==> config.mk <==
export PLATFORM = sky130hd
export DESIGN_NAME = two_wire_isp_frame_master
export DESIGN_NICKNAME = d
export VERILOG_FILES = /design/src/rtl/twisp_pkg.sv /design/src/rtl/twisp_in_stage.sv /design/src/rtl/twisp_core.sv /design/src/rtl/two_wire_isp_frame_master.sv
export SDC_FILE = /design/constraint.sdc
export NUM_CORES = 1
export LEC_CHECK = 0
export BUFFER_PORTS_ARGS = -buffer_cell sky130_fd_sc_hd__buf_2
export CAP_MARGIN = 20
export CORE_AREA = 5 5 175 177
export DETAILED_ROUTE_END_ITERATION = 10
export DIE_AREA = 0 0 180 182
export HOLD_SLACK_MARGIN = 0.05
export PLACE_DENSITY = 0.48
export SYNTH_ARGS = -nofsm -noshare
export SYNTH_HDL_FRONTEND = slang
export SYNTH_SLANG_ARGS = --single-unit
==> constraint.sdc <==
create_clock -name clk_i -period 3 [get_ports clk_i]
set_input_delay 0.3 -clock clk_i [delete_from_list [all_inputs] [get_ports clk_i]]
set_output_delay 0.3 -clock clk_i [all_outputs]
set_load 0.03 [all_outputs]
==> src/rtl/twisp_pkg.sv <==
// Shared types and constants for the two-wire frame master.
// Holds the input beat and result beat structs; no dependencies.
package twisp_pkg;

  localparam int unsigned DataW = 64;
  localparam int unsigned CountW = 4;
  localparam logic [CountW-1:0] MaxFrameBytes = 4'd8;
  localparam logic ReqTick = 1'b0;
  localparam logic ReqFrame = 1'b1;

  typedef struct packed {
    logic             req_type;
    logic [DataW-1:0] tx_data;
    logic [CountW-1:0] tx_count;
    logic [CountW-1:0] rx_count;
    logic             sda_in;
  } item_t;

  typedef struct packed {
    logic             clk_out;
    logic             sda_out;
    logic             sda_drive;
    logic             busy_res;
    logic             frame_done;
    logic [DataW-1:0] rx_data;
    logic             rejected;
  } result_t;

  function automatic logic [CountW-1:0] clamp_count(input logic [CountW-1:0] c);
    clamp_count = (c > MaxFrameBytes) ? MaxFrameBytes : c;
  endfunction

endpackage

==> src/rtl/twisp_in_stage.sv <==
// Input register stage of the two-wire frame master.
// Captures one beat and holds it until the core takes it; uses twisp_pkg.
module twisp_in_stage (
  input  logic            clk_i,
  input  logic            rst_ni,
  input  logic            valid_i,
  output logic            stall_o,
  input  twisp_pkg::item_t item_i,
  output logic            valid_o,
  output twisp_pkg::item_t item_o,
  input  logic            take_i
);

  logic             valid_q;
  logic             valid_d;
  twisp_pkg::item_t item_q;
  logic             load;

  assign stall_o = valid_q && !take_i;
  assign load    = valid_i && !stall_o;
  assign valid_d = load ? 1'b1 : (take_i ? 1'b0 : valid_q);

  always_ff @(posedge clk_i or negedge rst_ni) begin
    if (!rst_ni) begin
      valid_q <= 1'b0;
    end else begin
      valid_q <= valid_d;
    end
  end

  always_ff @(posedge clk_i) begin
    if (load) begin
      item_q <= item_i;
    end
  end

  assign valid_o = valid_q;
  assign item_o  = item_q;

endmodule

==> src/rtl/twisp_core.sv <==
// Frame sequencer and result register of the two-wire frame master.
// Holds the pin-phase state, applies one beat per cycle unless stalled; uses twisp_pkg.
module twisp_core (
  input  logic               clk_i,
  input  logic               rst_ni,
  input  logic               valid_i,
  input  twisp_pkg::item_t   item_i,
  output logic               take_o,
  output logic               valid_o,
  input  logic               stall_i,
  output twisp_pkg::result_t result_o
);

  typedef enum logic [3:0] {
    PH_IDLE    = 4'd0,
    PH_START_A = 4'd1,
    PH_START_B = 4'd2,
    PH_START_C = 4'd3,
    PH_START_D = 4'd4,
    PH_TX_LOW  = 4'd5,
    PH_TX_HIGH = 4'd6,
    PH_TX_TAIL = 4'd7,
    PH_RX_LOW  = 4'd8,
    PH_RX_HIGH = 4'd9,
    PH_RX_TAIL = 4'd10,
    PH_STOP_A  = 4'd11,
    PH_STOP_B  = 4'd12,
    PH_STOP_C  = 4'd13,
    PH_STOP_D  = 4'd14
  } phase_e;

  phase_e phase_q, phase_d;
  logic [2:0] bit_q, bit_d;
  logic [twisp_pkg::CountW-1:0] send_q, send_d, read_q, read_d;
  logic [twisp_pkg::DataW-1:0] tx_sh_q, tx_sh_d, rx_sh_q, rx_sh_d;
  logic clk_q, clk_d, sda_q, sda_d, drv_q, drv_d;
  logic done, rej, busy, take, out_valid_q;
  twisp_pkg::result_t result_q, result_d;

  assign busy   = (phase_q != PH_IDLE);
  assign take   = valid_i && (!out_valid_q || !stall_i);
  assign take_o = (!out_valid_q || !stall_i);

  always_comb begin
    phase_d = phase_q;
    bit_d   = bit_q;
    send_d  = send_q;
    read_d  = read_q;
    tx_sh_d = tx_sh_q;
    rx_sh_d = rx_sh_q;
    clk_d   = clk_q;
    sda_d   = sda_q;
    drv_d   = drv_q;
    done    = 1'b0;
    rej     = 1'b0;
    if (item_i.req_type == twisp_pkg::ReqFrame) begin
      if (busy) begin
        rej = 1'b1;
      end else begin
        tx_sh_d = item_i.tx_data;
        send_d  = twisp_pkg::clamp_count(item_i.tx_count);
        read_d  = twisp_pkg::clamp_count(item_i.rx_count);
        rx_sh_d = '0;
        bit_d   = '0;
        phase_d = PH_START_A;
      end
    end else if (busy) begin
      case (phase_q)
        PH_START_A: begin
          sda_d = 1'b1;
          drv_d = 1'b1;
          phase_d = PH_START_B;
        end
        PH_START_B: begin
          clk_d = 1'b1;
          phase_d = PH_START_C;
        end
        PH_START_C: begin
          sda_d = 1'b0;
          phase_d = PH_START_D;
        end
        PH_START_D: begin
          clk_d = 1'b0;
          bit_d = '0;
          if (send_q != '0) begin
            phase_d = PH_TX_LOW;
          end else if (read_q != '0) begin
            phase_d = PH_RX_LOW;
          end else begin
            phase_d = PH_STOP_A;
          end
        end
        PH_TX_LOW: begin
          clk_d = 1'b0;
          drv_d = 1'b1;
          sda_d = tx_sh_q[twisp_pkg::DataW-1];
          phase_d = PH_TX_HIGH;
        end
        PH_TX_HIGH: begin
          clk_d = 1'b1;
          tx_sh_d = {tx_sh_q[twisp_pkg::DataW-2:0], 1'b0};
          if (bit_q == 3'd7) begin
            bit_d = '0;
            phase_d = PH_TX_TAIL;
          end else begin
            bit_d = bit_q + 3'd1;
            phase_d = PH_TX_LOW;
          end
        end
        PH_TX_TAIL: begin
          clk_d = 1'b0;
          sda_d = 1'b0;
          drv_d = 1'b1;
          if (send_q != '0) begin
            send_d = send_q - 4'd1;
          end
          if (send_d != '0) begin
            phase_d = PH_TX_LOW;
          end else if (read_q != '0) begin
            phase_d = PH_RX_LOW;
          end else begin
            phase_d = PH_STOP_A;
          end
        end
        PH_RX_LOW: begin
          drv_d = 1'b0;
          clk_d = 1'b0;
          phase_d = PH_RX_HIGH;
        end
        PH_RX_HIGH: begin
          clk_d = 1'b1;
          rx_sh_d = {rx_sh_q[twisp_pkg::DataW-2:0], item_i.sda_in};
          if (bit_q == 3'd7) begin
            bit_d = '0;
            phase_d = PH_RX_TAIL;
          end else begin
            bit_d = bit_q + 3'd1;
            phase_d = PH_RX_LOW;
          end
        end
        PH_RX_TAIL: begin
          clk_d = 1'b0;
          drv_d = 1'b1;
          sda_d = 1'b0;
          if (read_q != '0) begin
            read_d = read_q - 4'd1;
          end
          phase_d = (read_d != '0) ? PH_RX_LOW : PH_STOP_A;
        end
        PH_STOP_A: begin
          clk_d = 1'b0;
          phase_d = PH_STOP_B;
        end
        PH_STOP_B: begin
          sda_d = 1'b0;
          drv_d = 1'b1;
          phase_d = PH_STOP_C;
        end
        PH_STOP_C: begin
          clk_d = 1'b1;
          phase_d = PH_STOP_D;
        end
        PH_STOP_D: begin
          sda_d = 1'b1;
          drv_d = 1'b1;
          done = 1'b1;
          phase_d = PH_IDLE;
        end
        default: begin
          phase_d = PH_IDLE;
        end
      endcase
    end else begin
      phase_d = PH_IDLE;
    end
  end

  always_comb begin
    result_d.clk_out    = clk_d;
    result_d.sda_out    = sda_d;
    result_d.sda_drive  = drv_d;
    result_d.busy_res   = (phase_d != PH_IDLE);
    result_d.frame_done = done;
    result_d.rx_data    = rx_sh_d;
    result_d.rejected   = rej;
  end

  always_ff @(posedge clk_i or negedge rst_ni) begin
    if (!rst_ni) begin
      phase_q     <= PH_IDLE;
      bit_q       <= '0;
      send_q      <= '0;
      read_q      <= '0;
      tx_sh_q     <= '0;
      rx_sh_q     <= '0;
      clk_q       <= 1'b1;
      sda_q       <= 1'b1;
      drv_q       <= 1'b1;
      out_valid_q <= 1'b0;
      result_q    <= '0;
    end else begin
      if (take) begin
        phase_q <= phase_d;
        bit_q   <= bit_d;
        send_q  <= send_d;
        read_q  <= read_d;
        tx_sh_q <= tx_sh_d;
        rx_sh_q <= rx_sh_d;
        clk_q   <= clk_d;
        sda_q   <= sda_d;
        drv_q   <= drv_d;
        result_q <= result_d;
        out_valid_q <= 1'b1;
      end else if (!stall_i) begin
        out_valid_q <= 1'b0;
      end
    end
  end

  assign valid_o  = out_valid_q;
  assign result_o = result_q;

endmodule

==> src/rtl/two_wire_isp_frame_master.sv <==
// Top level of the two-wire frame master; instantiates twisp_in_stage and twisp_core.
// Uses the beat and result types of twisp_pkg.
//
// Each input beat is either one timing tick or a frame request, and each gives one
// result beat. A beat is held in the input register, then applied to the sequencer
// state, whose result beat is held in the result register; one beat is taken every
// cycle while the output side is not stalled.
// The sequencer state is a single register set updated once per beat, which is what
// allows consecutive ticks to follow each other without gaps.
module two_wire_isp_frame_master (
  input  logic        clk_i,
  input  logic        rst_ni,
  input  logic        in_valid_i,
  output logic        in_stall_o,
  input  logic        req_type_i,
  input  logic [63:0] tx_data_i,
  input  logic [3:0]  tx_count_i,
  input  logic [3:0]  rx_count_i,
  input  logic        sda_in_i,
  output logic        out_valid_o,
  input  logic        out_stall_i,
  output logic        clk_out_o,
  output logic        sda_out_o,
  output logic        sda_drive_o,
  output logic        busy_res_o,
  output logic        frame_done_o,
  output logic [63:0] rx_data_o,
  output logic        rejected_o
);

  twisp_pkg::item_t   item_in;
  twisp_pkg::item_t   item_reg;
  twisp_pkg::result_t result;
  logic               item_valid;
  logic               take;

  assign item_in.req_type = req_type_i;
  assign item_in.tx_data  = tx_data_i;
  assign item_in.tx_count = tx_count_i;
  assign item_in.rx_count = rx_count_i;
  assign item_in.sda_in   = sda_in_i;

  twisp_in_stage u_in_stage (
    .clk_i   (clk_i),
    .rst_ni  (rst_ni),
    .valid_i (in_valid_i),
    .stall_o (in_stall_o),
    .item_i  (item_in),
    .valid_o (item_valid),
    .item_o  (item_reg),
    .take_i  (take)
  );

  twisp_core u_core (
    .clk_i    (clk_i),
    .rst_ni   (rst_ni),
    .valid_i  (item_valid),
    .item_i   (item_reg),
    .take_o   (take),
    .valid_o  (out_valid_o),
    .stall_i  (out_stall_i),
    .result_o (result)
  );

  assign clk_out_o    = result.clk_out;
  assign sda_out_o    = result.sda_out;
  assign sda_drive_o  = result.sda_drive;
  assign busy_res_o   = result.busy_res;
  assign frame_done_o = result.frame_done;
  assign rx_data_o    = result.rx_data;
  assign rejected_o   = result.rejected;

endmodule

# After elaboration in Yosys (flattened, before gate mapping)
# Cells that the tools add are included.
# totals
ff_bits,228
input_bits,78
out_inout_bits,72
# classes
addsub,3
n_reduce_logical,32
mux,59
order_cmp,2
eq_ne,17
# ops
cell,count
2-to-1 mux 64 bit,8
2-to-1 mux 4 bit,23
case mux 4 bit (13 select lines),1
equality test 4 bit (second input constant),7
nonzero test 4 bit,6
AND reduction 4 bit,5
equality test 4 x 3 -> 1 bit (second input constant),4
2-to-1 mux 1 bit,15
2-to-1 mux 3 bit,4
nonzero test 2 bit,6
OR reduction 6 bit,2
equality test 4 x 2 -> 1 bit (second input constant),2
> comparator 4 bit (second input constant),2
2-to-1 mux 2 bit,4
OR reduction 4 bit,2
subtractor 4 x 1 -> 4 bit (second input constant),2
case mux 3 bit (2 select lines),1
equality test 4 x 1 -> 1 bit (second input constant),1
zero test 1 bit,4
case mux 1 bit (2 select lines),2
OR reduction 2 bit,2
adder 3 x 1 -> 3 bit (second input constant),1
equality test 3 bit (second input constant),1
logical AND 1 bit,3
other kinds (5),5

# Longest topological paths before layout
# logic_depth
depth_word,11
ltp_mapped,9
ltp_nobuf,8

# Cells and area by module
# From an unflattened synthesis, not the netlist that was laid out.
# hier_totals
cells_unflattened,864
area_unflattened_um2,9557.9
# by_module_without_submodules
module,n_inst,cells_each,area_each_um2,seq_area_each_um2
twisp_core,1,785,7278.2,3832.4
twisp_in_stage,1,79,2279.7,2247.2

# Worst setup path before layout
# Ideal clock, no wire load.
# synth_timing
path_kind,reg-to-reg
startpoint,"reg u_core.out_valid_q, in the netlist u_core.valid_o"
endpoint,"reg u_in_stage.item_q, in the netlist u_in_stage.item_o[0], enable pin"
stages_incl_launch_ff,3
slack_ns,0.161
path_buffers,0
synth_period_minus_slack_ns,2.839
required_time_ns,2.560
t_arrival_ns,2.398
setup_ns,0.440
cell_sequence,dfrtp_1 -> nand3_1 -> and2_1
# synth_between
elab_chain_cells,6
# synth_lines
item,line,source
from (decl),twisp_core.sv:37,"logic done, rej, busy, take, out_valid_q;"
from (signal assigned),twisp_core.sv:199,out_valid_q <= 1'b0;
from (signal assigned),twisp_core.sv:213,out_valid_q <= 1'b1;
from (signal assigned),twisp_core.sv:215,out_valid_q <= 1'b0;
zero test 1 bit,twisp_core.sv:42,assign take_o = (!out_valid_q || !stall_i);
logical OR 1 bit,twisp_core.sv:42,
zero test 1 bit,twisp_in_stage.sv:19,assign stall_o = valid_q && !take_i;
logical AND 1 bit,twisp_in_stage.sv:19,
zero test 1 bit,twisp_in_stage.sv:20,assign load = valid_i && !stall_o;
logical AND 1 bit,twisp_in_stage.sv:20,
via u_in_stage.load,twisp_in_stage.sv:17,logic load;
to (signal assigned),twisp_in_stage.sv:33,item_q <= item_i;
to (decl),twisp_in_stage.sv:16,twisp_pkg::item_t item_q;
# The timed path passes the listed nets, and every way through them passes these cells.
# A chain may end at the register's enable or synchronous reset.

# Worst setup path after layout
# layout_timing
startpoint,reg u_core.phase_q[1]
endpoint,reg u_core.rx_sh_q[13] in the netlist's numbering
# layout_between
elab_chain_cells,3
word_cells_on_any_way,6
# layout_lines
item,line,source
from (decl),twisp_core.sv:32,"phase_e phase_q, phase_d;"
from (signal assigned),twisp_core.sv:203,phase_q <= phase_d;
equality test 4 bit or nonzero test 4 bit (tied branches),"twisp_core.sv:68, twisp_core.sv:40",
nonzero test 2 bit (no line) or inequality test 2 bit (tied branches),n/a,
AND reduction 4 bit (no line) (*),n/a,
to (signal assigned),twisp_core.sv:208,rx_sh_q <= rx_sh_d;
to (decl),twisp_core.sv:35,"logic [twisp_pkg::DataW-1:0] tx_sh_q, tx_sh_d, rx_sh_q, rx_sh_d;"
# Mark *: on every way between the ends. The rest lies on a longest branch, timed or not.

==> qor.yml <==
grt_max_degree: 102
crit_fanout: 101
setup_viol: 0
cp-end-kind: "flip-flop"
synth_top_area_share_pct: 40.1
instances_no_fill: 1479
async_reset_ff_share_pct: 67.5
cts_setup_buffers: 0
ir_worst_vdd_mv: 0.385
tightestPinTransition_ns: 0.625
crit_path_start_kind: "flip-flop"
drive_gt1_share_pct: 20.2
synth_cells: 851
grt_pass1_vias: 6704
rows: 63
fin_nets: 1153
clk_latency_ns: 0.52
clock_path_buffers: 3
core_um2: 29100
slew_viol_final: 0
syn-num-nets: 935
avgRoutedWirePerCell_um: 14.3
vias: 6729
die_h_um: 182
grt_overflow: 0
critPathCapture: "u_core.rx_sh_q[13]"
hold_class: "input port to asynchronous set/reset pin"
r2r-start: "u_core.phase_q[1]"
dp.cells: 1354
met1_usage_pct: 18.5
grt_first_pass_wirelength_um: 35000
antenna_found_initial: 0
status: "completed"
synth.ff_latch_count: 228
clk_pin_slew_worst_paths_ns: 0.06
hold_viol: 0
finalInstanceArea_um2: 12300
crit_arrival_ns: 2.80
synth_area_leaders: "dfrtp_1 40%, edfxtp_1 24%, nand2_1 8.6%"
track_usage_pct: 12.7
viasPerCell: 4.55
yosysWarnings: 0
r2r_cells: 5
cts_resized: 0
dp_slack_ns: 0.595
cts_buffers: 26
port_buffers: 149
max_freq_mhz: 412
clkSinkCount: 228
rsz0062_at_grt: "no"
p_leak_nw: 5.44
powerDensity_nw_per_um2: 773
cap_violations: 0
use_met2_pct: 19.5
cts_tree: "built"
grt.busiest_layer: "met2"
period_needed_ns: 2.43
final_core_util_pct: 42.4
r2r_slack_ns: 0.57
layout_commonest_cell: "nand2_1"
avgSynthCellArea_um2: 11.1
place.gp.congestion: 0.780
grtUsageMet3_pct: 2.68
fin_skew_ns: 0.0120
yosysTopAreaCell: "dfrtp_1"
tns_ns: 0
dpl-instance-area_um2: 10700
hold_buffers: 77
ys_seq_area_share_pct: 64.5
routed_wirelength_um: 21100
critical_path_class: "flip-flop to flip-flop"
area_growth_pct: 30.9
htreeDepth: 1
r2r-end: "u_core.rx_sh_q[13]"
fin_ws_ns: 0.573
cp.required_ns: 3.38
place_hpwl_um: 13400
drtIter0Drc: 405
layout_common_cells: "216 x nand2_1, 151 x dfrtp_1, 148 x buf_2"
io_pins: 150
die_w_um: 180
syn_area_um2: 9420
n_fill_cell: 2774
synth_edf_count: 74
critical_path.startpoint: "u_core.phase_q[1]"
fin_crit_sh_pct: 80.9
drtAntennaViolNets: 0
synth_cell_type_count: 56
initial_utilization_pct: 32.4
root_buffer: "clkbuf_16"
dr.pass1.iters: 4
n_antenna_cell: 0
drc: 0
relSlewSlack_pct: 58.3
die_area_um2: 32800
ys.flop_type: "dfrtp_1"
worst min path at each step:
stage               startpoint             endpoint  slack, ns  cells past startpoint
global route            rst_ni      u_core.bit_q[0]       0.39                      2
floorplan               rst_ni      u_core.bit_q[0]      0.004                      0
CTS                     rst_ni      u_core.bit_q[0]       0.36                      2
finish                  rst_ni      u_core.bit_q[0]       0.34                      2
global placement        rst_ni       u_core.valid_o       0.32                      1
detailed placement      rst_ni  u_core.result_o[67]       0.32                      1
final cells by class:
type / count / area [um^2] / area share (%)
Sequential cell: 228 / 6080 / 49.3
Clock buffer: 35 / 706 / 5.72
Tap cell: 390 / 488 / 3.96
Clock inverter: 13 / 200 / 1.62
Multi-Input combinational cell: 556 / 3050 / 24.7
Timing Repair Buffer: 247 / 1770 / 14.3
Inverter: 10 / 37.5 / 0.304
state kept, by name, indices dropped and copies added (netlist names):
| signal | flops |
|---|---|
| u_core.phase_q | 4 |
| u_core.result_o | 6 |
| u_core.read_q | 4 |
| u_core.sda_q | 1 |
| u_in_stage.valid_o | 1 |
| u_core.valid_o | 1 |
| u_core.drv_q | 1 |
| u_core.send_q | 4 |
| u_core.clk_q | 1 |
| u_core.bit_q | 3 |
| u_in_stage.item_o | 74 |
| u_core.rx_sh_q | 64 |
| u_core.tx_sh_q | 64 |
per-layer routing:
| metal | part of all wire [%] | routed length [um] |
|---|---|---|
| met4 | 1.8 | 375 |
| met2 | 43 | 9020 |
| met3 | 5.9 | 1250 |
| met1 | 50 | 10500 |
| met5 | 0 | 0 |
Yosys cell counts, types with 3 or more instances:
library cell,n
ha_1,6
nor2_1,19
nor3b_1,4
mux2i_1,64
a211oi_1,3
or3_1,3
a21oi_1,17
nor4_1,5
o2bb2ai_1,3
buf_6,3
edfxtp_1,74
dfstp_2,3
a22oi_1,3
o21ai_1,20
and3_1,3
dfrtp_1,151
o21ai_0,127
buf_1,4
nand2b_1,5
buf_2,13
nand2_1,216
nor3_1,12
inv_1,8
a31oi_1,5
clkbuf_1,36
nand3_1,7
power breakdown:
group          internal (mW)  switching, mW  leakage, nW  total [mW]
Combinational          0.822           1.13         2.29        1.95
Sequential              3.85          0.398         2.73        4.25
Clock                   2.08           1.24        0.431        3.32
Total                   6.76           2.77         5.44        9.53
through the flow:
step	hold WS [ns]	power [mW]
final	0.341	9.53
after global routing	0.390	10.1
after CTS	0.358	9.70
after detailed placement	0.318	6.20
after global placement	0.321	6.17
after floorplan	0.00441	5.62
worst max-delay path: stages (launching register included):
cell and delay (ns):
dfrtp_1 0.49, nor4_1 0.60, ha_1 0.32, or4b_4 0.33, buf_12 0.36, o21ai_0 0.15
logic make-up (layout without fill, tap and decap cells):
kind of cell	after synthesis	count (layout)	share of synthesized area, %
and+or+nand+nor	285	285	12.7
DFF	228	228	64.5
muxes	66	66	7.04
xor gates and xnor gates	2	2	0.186
buffers and inverters	67	305	3.12
AOI/OAI and AO/OA	197	197	11.6
adders and majority gates	6	6	0.797
Power figures use the tool's default switching activity.
